`config.mk`:
```
export PLATFORM = sky130hd
export DESIGN_NAME = life_generation_step_top
export DESIGN_NICKNAME = d
export VERILOG_FILES = /design/src/design/lgs_pkg.sv /design/src/design/lgs_ram.sv /design/src/design/lgs_lane.sv /design/src/design/life_generation_step_top.sv
export VERILOG_INCLUDE_DIRS = /design/src /design/src/design
export SDC_FILE = /design/constraint.sdc
export NUM_CORES = 2
export LEC_CHECK = 0
export BUFFER_PORTS_ARGS = -buffer_cell sky130_fd_sc_hd__buf_2
export CORE_ASPECT_RATIO = 0.5
export CORE_UTILIZATION = 41
export CTS_BUF_LIST = sky130_fd_sc_hd__clkbuf_4 sky130_fd_sc_hd__clkbuf_8 sky130_fd_sc_hd__clkbuf_16
export DETAILED_ROUTE_END_ITERATION = 12
export HOLD_SLACK_MARGIN = 0.05
export PLACE_DENSITY = 0.65
export SLEW_MARGIN = 20
export SYNTH_ARGS = -nofsm -noshare
export SYNTH_HDL_FRONTEND = slang
export SYNTH_HIERARCHICAL = 1
export SYNTH_SLANG_ARGS = --single-unit
```
`constraint.sdc`:
```
create_clock -name clk_i -period 20.2 [get_ports clk_i]
set_input_delay 1.01 -clock clk_i [delete_from_list [all_inputs] [get_ports clk_i]]
set_output_delay 1.01 -clock clk_i [all_outputs]
set_load 0.01 [all_outputs]
```
`src/design/assert_macros.svh`:
```
// Assertion macros shared by the RTL files that check their own logic.
`ifndef ASSERT_MACROS_SVH
`define ASSERT_MACROS_SVH

// Check a property on every rising edge of clk_i, idle while reset is active.
`define ASSERT_CLK(label, prop, msg) \
  label: assert property (@(posedge clk_i) disable iff (!rst_ni) (prop)) else $error(msg);

// Check that a condition never holds on a rising edge of clk_i outside reset.
`define ASSERT_NEVER(label, cond, msg) \
  label: assert property (@(posedge clk_i) disable iff (!rst_ni) !(cond)) else $error(msg);

`endif

```
`src/design/lgs_pkg.sv`:
```
// Shared widths and the neighborhood type for the life generation step block.
`default_nettype none

package lgs_pkg;

  localparam int unsigned DataW = 64;  // row width on the ports
  localparam int unsigned IdxW  = 6;   // row index width on the ports

  // Eight neighbors and the center of one cell.
  typedef struct packed {
    logic [2:0] above;  // west, center, east of the row above
    logic       west;
    logic       alive;
    logic       east;
    logic [2:0] below;  // west, center, east of the row below
  } nbhd_t;

endpackage

`default_nettype wire

```
`src/design/lgs_ram.sv`:
```
// Generic single-write, single-read RAM with registered read data.
`default_nettype none

module lgs_ram #(
  parameter int unsigned Width = 64,
  parameter int unsigned Depth = 32
) (
  input  wire logic                     clk_i,
  input  wire logic                     we_i,
  input  wire logic [$clog2(Depth)-1:0] waddr_i,
  input  wire logic [Width-1:0]         wdata_i,
  input  wire logic                     re_i,
  input  wire logic [$clog2(Depth)-1:0] raddr_i,
  output logic      [Width-1:0]         rdata_o
);

  logic [Width-1:0] mem_q [Depth];

  always_ff @(posedge clk_i) begin
    if (we_i) begin
      mem_q[waddr_i] <= wdata_i;
    end
    if (re_i) begin
      rdata_o <= mem_q[raddr_i];
    end
  end

endmodule

`default_nettype wire

```
`src/design/lgs_lane.sv`:
```
// One cell lane: counts live neighbors and applies the B3/S23 rule.
`default_nettype none

module lgs_lane
  import lgs_pkg::*;
(
  input  wire nbhd_t nbhd_i,
  output logic       next_o
);

  logic [3:0] count;

  always_comb begin
    count = 4'(nbhd_i.above[0]) + 4'(nbhd_i.above[1]) + 4'(nbhd_i.above[2])
          + 4'(nbhd_i.west)     + 4'(nbhd_i.east)
          + 4'(nbhd_i.below[0]) + 4'(nbhd_i.below[1]) + 4'(nbhd_i.below[2]);
    // born with three, survive with two or three
    next_o = (count == 4'd3) || (nbhd_i.alive && (count == 4'd2));
  end

endmodule

`default_nettype wire

```
`src/design/life_generation_step_top.sv`:
```
// Top level of the life generation step block: frame store, cell lanes, output register.
`default_nettype none
`include "assert_macros.svh"

// Rows of the current generation are taken one per cycle, row 0 first, and
// written to the frame store; no result comes out while rows arrive. The
// transfer of row ROWS-1 starts the run: the block then stops taking input.
// Row 1 is fetched from the frame store alongside that transfer, so its data
// is ready when emitting begins. From then on the block produces one
// next-generation row per cycle (COLS cell lanes evaluate a whole row at
// once) as long as the output side takes them, ROWS results in all, the last
// one flagged by last_of_run_o. Input is taken again once the last result is
// registered. Loading and emitting do not overlap: every row of a
// generation is loaded before any result of it is produced, and output
// stalls add to the emit phase. wrap_mode is sampled with the last
// row and holds for the whole run; it resets to 1 (toroidal).
module life_generation_step_top
  import lgs_pkg::*;
#(
  parameter int unsigned ROWS = 32,
  parameter int unsigned COLS = 64
) (
  input  wire logic              clk_i,
  input  wire logic              rst_ni,
  input  wire logic              cfg_we_i,
  input  wire logic              cfg_wdata_i,
  input  wire logic              in_valid_i,
  output logic                   in_ready_o,
  input  wire logic [DataW-1:0]  row_bits_i,
  output logic                   out_valid_o,
  input  wire logic              out_ready_i,
  output logic      [IdxW-1:0]   row_index_o,
  output logic      [DataW-1:0]  next_row_bits_o,
  output logic                   last_of_run_o
);

  localparam int unsigned RowAw = $clog2(ROWS);
  localparam logic [RowAw-1:0] LastRow = RowAw'(ROWS - 1);
  localparam logic [RowAw:0] LastRowX = (RowAw + 1)'(ROWS - 1);
  localparam logic [DataW-1:0] ColMask = {DataW{1'b1}} >> (DataW - COLS);

  typedef enum logic {StLoad, StEmit} state_e;

  state_e            state_q, state_d;
  logic              wrap_cfg_q, wrap_cfg_d;
  logic              wrap_q, wrap_d;
  logic [RowAw-1:0]  rows_q, rows_d;
  logic [RowAw-1:0]  emit_row_q, emit_row_d;
  logic [DataW-1:0]  row0_q, row0_d;
  logic [DataW-1:0]  above_q, above_d;
  logic [DataW-1:0]  cur_q, cur_d;
  logic              rd_vld_q, rd_vld_d;
  logic              out_valid_q, out_valid_d;
  logic [DataW-1:0]  out_row_q, out_row_d;
  logic [IdxW-1:0]   out_idx_q, out_idx_d;
  logic              out_last_q, out_last_d;

  logic              in_fire;
  logic              last_in;
  logic [DataW-1:0]  in_masked;
  logic              at_last;
  logic              below_ok;
  logic              step;
  logic [RowAw:0]    nxt2;
  logic              ram_re;
  logic [RowAw-1:0]  ram_raddr;
  logic [DataW-1:0]  ram_rdata;
  logic [DataW-1:0]  below;
  logic [DataW-1:0]  lane_row;

  assign in_ready_o = (state_q == StLoad);
  assign in_fire    = in_valid_i && in_ready_o;
  assign last_in    = (rows_q == LastRow);
  assign in_masked  = row_bits_i & ColMask;

  assign at_last  = (emit_row_q == LastRow);
  assign below_ok = at_last || rd_vld_q;
  assign below    = at_last ? (wrap_q ? row0_q : '0) : ram_rdata;
  assign step     = (state_q == StEmit) && below_ok && (!out_valid_q || out_ready_i);
  assign nxt2     = {1'b0, emit_row_q} + (RowAw + 1)'(2);

  // prefetch row 1 with the last row, then two rows ahead of the one emitted
  assign ram_re    = (in_fire && last_in) || (step && (nxt2 <= LastRowX));
  assign ram_raddr = (state_q == StLoad) ? RowAw'(1) : nxt2[RowAw-1:0];

  lgs_ram #(
    .Width (DataW),
    .Depth (ROWS)
  ) u_frame (
    .clk_i   (clk_i),
    .we_i    (in_fire),
    .waddr_i (rows_q),
    .wdata_i (in_masked),
    .re_i    (ram_re),
    .raddr_i (ram_raddr),
    .rdata_o (ram_rdata)
  );

  for (genvar j = 0; j < DataW; j++) begin : g_lane
    if (j < COLS) begin : g_on
      localparam int unsigned Lc = (j == 0) ? COLS - 1 : j - 1;
      localparam int unsigned Rc = (j == COLS - 1) ? 0 : j + 1;
      localparam logic LEdge = (j == 0);
      localparam logic REdge = (j == COLS - 1);
      logic  l_ok;
      logic  r_ok;
      nbhd_t nb;

      assign l_ok = !LEdge || wrap_q;
      assign r_ok = !REdge || wrap_q;
      assign nb.above = {above_q[Lc] & l_ok, above_q[j], above_q[Rc] & r_ok};
      assign nb.west  = cur_q[Lc] & l_ok;
      assign nb.alive = cur_q[j];
      assign nb.east  = cur_q[Rc] & r_ok;
      assign nb.below = {below[Lc] & l_ok, below[j], below[Rc] & r_ok};

      lgs_lane u_lane (
        .nbhd_i (nb),
        .next_o (lane_row[j])
      );
    end else begin : g_off
      assign lane_row[j] = 1'b0;
    end
  end

  always_comb begin
    state_d     = state_q;
    wrap_cfg_d  = cfg_we_i ? cfg_wdata_i : wrap_cfg_q;
    wrap_d      = wrap_q;
    rows_d      = rows_q;
    emit_row_d  = emit_row_q;
    row0_d      = row0_q;
    above_d     = above_q;
    cur_d       = cur_q;
    rd_vld_d    = ram_re ? 1'b1 : (step ? 1'b0 : rd_vld_q);
    out_valid_d = out_valid_q && !out_ready_i;
    out_row_d   = out_row_q;
    out_idx_d   = out_idx_q;
    out_last_d  = out_last_q;

    case (state_q)
      StLoad: begin
        if (in_fire) begin
          if (rows_q == '0) begin
            row0_d = in_masked;
          end
          if (last_in) begin
            // sample wrap mode and seed the window around row 0
            wrap_d     = wrap_cfg_q;
            above_d    = wrap_cfg_q ? in_masked : '0;
            cur_d      = row0_q;
            emit_row_d = '0;
            rows_d     = '0;
            state_d    = StEmit;
          end else begin
            rows_d = rows_q + RowAw'(1);
          end
        end
      end
      StEmit: begin
        if (step) begin
          out_valid_d = 1'b1;
          out_row_d   = lane_row;
          out_idx_d   = IdxW'(emit_row_q);
          out_last_d  = at_last;
          above_d     = cur_q;
          cur_d       = below;
          emit_row_d  = emit_row_q + RowAw'(1);
          if (at_last) begin
            state_d = StLoad;
          end
        end
      end
      default: begin
        state_d = StLoad;
      end
    endcase
  end

  always_ff @(posedge clk_i or negedge rst_ni) begin
    if (!rst_ni) begin
      state_q     <= StLoad;
      wrap_cfg_q  <= 1'b1;
      wrap_q      <= 1'b1;
      rows_q      <= '0;
      emit_row_q  <= '0;
      row0_q      <= '0;
      above_q     <= '0;
      cur_q       <= '0;
      rd_vld_q    <= 1'b0;
      out_valid_q <= 1'b0;
      out_row_q   <= '0;
      out_idx_q   <= '0;
      out_last_q  <= 1'b0;
    end else begin
      state_q     <= state_d;
      wrap_cfg_q  <= wrap_cfg_d;
      wrap_q      <= wrap_d;
      rows_q      <= rows_d;
      emit_row_q  <= emit_row_d;
      row0_q      <= row0_d;
      above_q     <= above_d;
      cur_q       <= cur_d;
      rd_vld_q    <= rd_vld_d;
      out_valid_q <= out_valid_d;
      out_row_q   <= out_row_d;
      out_idx_q   <= out_idx_d;
      out_last_q  <= out_last_d;
    end
  end

  assign out_valid_o     = out_valid_q;
  assign row_index_o     = out_idx_q;
  assign next_row_bits_o = out_row_q;
  assign last_of_run_o   = out_last_q;

  `ASSERT_CLK(a_run_starts_at_row0,
              in_fire && last_in |=> (state_q == StEmit) && (emit_row_q == '0),
              "run did not start at row 0")
  `ASSERT_CLK(a_run_ends_clean,
              step && at_last |=> (state_q == StLoad) && (rows_q == '0),
              "run did not return to loading")
  `ASSERT_CLK(a_last_flag_row,
              out_valid_o && last_of_run_o |-> row_index_o == IdxW'(ROWS - 1),
              "last flag on wrong row")
  `ASSERT_NEVER(a_read_only_in_run, rd_vld_q && (state_q == StLoad),
                "frame read pending while loading")

endmodule

`default_nettype wire

```
Word-level counts from Yosys, hierarchy flattened
Memory sizes are Yosys's and may differ from the RTL's. A register that Yosys moved wholly into a read port is not among the register bits.
Index checks and enable logic that the tools add are counted.
{ "op_classes": {"addsub": 451, "n_mul": 0, "div": 0, "magnitude_cmp": 1, "n_eq_ne": 133, "n_shift": 0, "muxes": 28, "bitwise": 7, "reduce_logical": 146} }
{ "op_table": {"columns": ["op", "count"], "rows": [
  ["adder 4 x 1 -> 4 bit", 384],
  ["2-to-1 mux 64 bit", 9],
  ["equality test 4 x 2 -> 1 bit (second input constant)", 128],
  ["one-hot mux 64 bit (2 select lines)", 2],
  ["adder 1 x 1 -> 2 bit", 64],
  ["logical AND 1 bit", 70],
  ["logical OR 1 bit", 67],
  ["2-to-1 mux 5 bit", 5],
  ["adder 5 x 1 -> 5 bit (second input constant)", 2],
  ["equality test 5 bit (second input constant)", 2],
  ["2-to-1 mux 1 bit", 10],
  ["one-hot mux 5 bit (2 select lines)", 1],
  ["AND reduction 3 bit", 3],
  ["adder 5 x 2 -> 6 bit (second input constant)", 1],
  ["bitwise AND 1 bit", 6],
  ["<= comparator 6 x 5 -> 1 bit (second input constant)", 1],
  ["inequality test 2 x 1 -> 1 bit (second input constant)", 3],
  ["logical NOT 5 bit", 1],
  ["AND reduction 2 bit", 2],
  ["logical NOT 1 bit", 2],
  ["one-hot mux 1 bit (2 select lines)", 1],
  ["nonzero test 2 bit", 1],
  ["NOT 1 bit", 1]
]} }
{ "word_totals": {"reg_bits": 277, "latchBits": 0, "mem_bits_rw": 2048, "romBits": 0, "out_inout_bits": 73, "memories": 1} }
{ "memory_table": {"columns": ["name", "words", "width", "rd", "rd_ports_with_merged_regs", "write_ports", "line", "source"], "rows": [
  ["u_frame.mem_q", 32, 64, 1, 1, 1, "lgs_ram.sv:17", "logic [Width-1:0] mem_q [Depth];"]
]} }

Logic depth before layout (Yosys ltp)
{ "logic_depth": {"word_depth": 11, "mapped_depth": 17, "depth_no_buf": 16} }

Hierarchy
The synthesis kept the hierarchy.
{ "modules_own_cells": {"columns": ["mod", "n_inst", "cells_per_inst", "area_per_inst_um2", "seq_area_each_um2"], "rows": [
  ["lgs_ram", 1, 3097, 79605.1, 63420.8],
  ["life_generation_step_top", 1, 1036, 12977.4, 6934.2],
  ["lgs_lane at g_lane[2].g_on.u_lane ...", 41, 23, 200.2, 0.0],
  ["lgs_lane at g_lane[0].g_on.u_lane ...", 23, 23, 185.2, 0.0]
]} }

Worst setup path before layout
Ideal clock, no wire load.
{ "synth_timing": {"path_type": "input to register", "start": "input out_ready_i", "end": "register u_frame.rdata_o[0], read port of u_frame.mem_q, enable pin", "setup_time_ps": 574, "arrival_ps": 6001, "slack_ps": 13625, "path_stages": 4, "n_path_buf": 1, "cell_sequence": "nand2b_1 nand2_1 buf_2 o21ai_0"} }
{ "synth_between": {"elab_chain_len": 4} }
{ "synth_lines": {"columns": ["element", "line", "source"], "rows": [
  ["from (decl)", "life_generation_step_top.sv:31", "input wire logic out_ready_i,"],
  ["logical OR 1 bit", "life_generation_step_top.sv:79", "assign step = (state_q == StEmit) && below_ok && (!out_valid_q || out_ready_i);"],
  ["logical AND 1 bit", "life_generation_step_top.sv:79", null],
  ["logical AND 1 bit", "life_generation_step_top.sv:83", "assign ram_re = (in_fire && last_in) || (step && (nxt2 <= LastRowX));"],
  ["logical OR 1 bit", "life_generation_step_top.sv:83", null],
  ["named net ram_re", "life_generation_step_top.sv:65", "logic ram_re;"],
  ["to (decl)", "lgs_ram.sv:14", "output logic [Width-1:0] rdata_o"]
]} }
The timed path passes the listed nets, and every way through them passes these cells.
A chain may end at the register's enable or synchronous reset.

Worst setup path in the final report
{ "layout_timing": {"start": "register emit_row_q[1]", "end": "register u_frame.rdata_o[44], read port of u_frame.mem_q (data pin)"} }
{ "layout_lines": {"columns": ["element", "line", "source"], "rows": [
  ["from (decl)", "life_generation_step_top.sv:48", "logic [RowAw-1:0] emit_row_q, emit_row_d;"],
  ["from (signal assigned)", "life_generation_step_top.sv:200", "emit_row_q <= emit_row_d;"],
  ["adder 5 x 2 -> 6 bit", "life_generation_step_top.sv:80", "assign nxt2 = {1'b0, emit_row_q} + (RowAw + 1)'(2);"],
  ["2-to-1 mux 5 bit", "life_generation_step_top.sv:84", "assign ram_raddr = (state_q == StLoad) ? RowAw'(1) : nxt2[RowAw-1:0];"],
  ["named net ram_raddr[2]", "life_generation_step_top.sv:66", "logic [RowAw-1:0] ram_raddr;"]
]} }
The timed path passes the listed nets, and every way through them passes these cells.

==> impl_metrics.yaml <==
run_status:
  status: "finished, final reports clean"
clock_network:
  post_cts_buffers: 0
  holdBufCountCts: 0
  numCtsBuffers: 221
  cts.htree.levels: 4
  cts_tree: "yes"
  cts_sinks: 2389
  path_clk_slew_ns: 0.07
  cts_resized: 0
  cts_root_buf: "clkbuf_16"
  cts_max_path_buffers: 4
  clk_latency_ns: 0.89
sta:
  fin_crit_ns: 5.846
  setup_viol: 0
  fin_skew_ns: 0.07095
  timing.slew.headroom: 0.1220
  final_hold_viol_count: 0
  slew_violations: 0
  fin_tns_setup_ns: 0
  tightest_slew_ns: 1.312
  rsz0062_at_grt: "no"
  fmax_ghz: 0.1711
  fin_crit_sh: 0.2894
detailed_routing:
  vias: 54867
  drtIter0Drc: 6450
  wl_um: 273200
  wl_per_cell_um: 29.10
  drc: 0
  first_pass_iters: 6
  drtAntennaViolNets: 0
  vias_per_cell: 5.844
synthesis:
  ys_ff_latch: 2389
  synth_top_area_cell: "edfxtp_1"
  synth_area_per_cell_um2: 18.74
  synth_area_leaders: "edfxtp_1 60%, mux4_2 13%, dfrtp_1 6.6%, fa_1 4.9%, inv_1 2.5%"
  synthesis.nets: 6130
  synth_cell_types: 56
  ys_warn_count: 6
  synth_cells: 5605
  ys_seq_area_frac: 0.6697
  syn-cell-area_um2: 105000
  async_reset_ff_frac: 0.1159
  synth_top_area_share: 0.6037
  synth_edf_count: 2112
  ys.flop_type: "edfxtp_1"
pwr:
  p_leak_nw: 42.00
  powerDensity_nw_per_um2: 152.6
  vdd_drop_max_uv: 137.8
grt:
  gr-total-overflow: 0
  gr-usage-all-layers: 0.2099
  grt_max_degree: 114
  first_global_vias: 54664
  grt_first_pass_wirelength_um: 393400
  grt_antenna_before_repair: 38
hold_path:
  hold_path_class: "in2async"
finish:
  fin_nets: 6366
  drive_above_1_share: 0.2551
  utilization: 0.4636
  area.growth.synth_to_final_pct: 11.61
  fill_cells: 21002
  final-seq-area_um2: 70360
  multiInputGateArea_um2: 31150
floorplan:
  die_width_um: 717.8
  start_util: 0.4153
  die_area_um2: 258400
  pin_count: 143
  fp-row-count: 130
  core_um2: 252900
  die_h_um: 359.9
critical_path:
  cp.arrival_ns: 6.47
  crit_fanout: 49
  endpoint_kind: "flop"
  cp-start-kind: "flop"
  cp.required_ns: 20.82
  crit_type: "reg2reg"
place:
  finalWeightedCongestion: 0.8136
  dp_hpwl_um: 152900
  port_buffers: 141
job:
  max_cap_viol_count: 0
state kept, by name (all words and copies together), names as in the netlist, 5 cells and up:
name	cells
above_q	64
cur_q	64
emit_row_q	5
next_row_bits_o	64
row0_q	64
row_index_o	5
rows_q	5
u_frame/mem_q	2048
u_frame/rdata_o	64
path summary, 6_finish.rpt:
check                                          from                   to  cells past startpoint  slack [ns]
worst max-delay path                  emit_row_q[1]  u_frame/rdata_o[44]                      9       14.35
worst min-delay path                         rst_ni            cur_q[44]                      1        0.17
worst max register to register        emit_row_q[1]  u_frame/rdata_o[44]                      9       14.35
worst min register to register  next_row_bits_o[10]  next_row_bits_o[10]                      1        0.50
max in group asynchronous                    rst_ni            row0_q[5]                      4       17.28
min in group clk_i                      cfg_wdata_i           wrap_cfg_q                      2        0.42
layout by cell type (no fill, tap or decap), types with 67 or more instances in the layout:
cell / Yosys / routed
inv_1: 711 / 710
buf_4: 21 / 117
nand3_1: 94 / 94
dfrtp_1: 275 / 274
fa_1: 256 / 256
mux4_2: 602 / 602
mux2_2: 214 / 214
nand2b_1: 68 / 67
a21oi_1: 111 / 111
edfxtp_1: 2112 / 2112
buf_2: 91 / 139
clkbuf_16: 0 / 225
o21ai_0: 85 / 84
a22o_1: 127 / 127
ha_1: 199 / 198
final cells by class:
| cell class | count | area share |
|---|---|---|
| inverter | 712 | 0.02280 |
| multi-input combinational | 2254 | 0.2657 |
| tap | 3366 | 0.03592 |
| antenna | 10 | 0.0002134 |
| clock inverter | 98 | 0.007544 |
| timing repair buffer | 263 | 0.01458 |
| sequential | 2389 | 0.6001 |
| clock buffer | 297 | 0.05322 |
worst max-delay path: stages (launching register included):
cell     delay (ns)
dfrtp_1        0.47
ha_1           0.32
and2_4         0.65
buf_4          0.66
buf_4          0.80
buf_4          0.66
buf_4          0.64
mux4_2         0.40
mux4_2         0.52
mux2_2         0.28
synth_stat cells (12+ instances only):
cell type  count
nand2_1       12
a211oi_2      41
a21oi_1      111
o21ai_0       85
buf_4         21
mux2i_1       41
nand3b_1      47
mux4_2       602
dfrtp_1      275
o211a_1       41
a221o_1       64
clkbuf_1     100
fa_1         256
ha_1         199
nor2_1        47
inv_1        711
a221oi_1      12
mux2_1        60
nand2b_1      68
a22o_1       127
buf_2         91
edfxtp_1    2112
mux2_2       214
nand3_1       94
or2_0         23
or2_1         41
buf_1         29
per-stage QoR:
step           instances  total power, mW  setup WS (ns)  instance area, µm²  hold slack [ns]
6_report            9389            17.90          14.35              117300           0.1692
5_1_grt             9382            19.22          14.07              117200           0.1965
4_1_cts             9378            18.03          14.35              117200           0.1421
3_5_place_dp        8983            13.83          14.35              110100           0.4907
3_3_place_gp        8981            13.64          14.37              110000           0.4847
2_1_floorplan       5605            11.90          13.63              105100           0.4873
power breakdown:
part           internal, mW  switching [mW]
registers              5.86           0.375
logic                  3.50            4.01
clock network          2.35            1.80
total                  11.7            6.18
cell families (layout without fill, tap and decap cells):
logic type	Yosys count	after routing	synth area share
other cells	1	11	0.00003570
buf+inv	962	1370	0.03685
xor+xnor	3	3	0.0002502
flops	2389	2389	0.6697
fa+ha+maj	455	455	0.07249
compound gates	518	518	0.03857
mux	917	917	0.1623
simple gates	360	360	0.01974
routing by layer:
metal,GRT usage,part of all wire,vias up
met3,0.04019,0.099,367
li1,-,-,22190
met2,0.3228,0.45,2599
met4,0.04534,0.021,6
met1,0.3124,0.43,29705
met5,0,0.00014,-
Power figures use the tool's default switching activity.
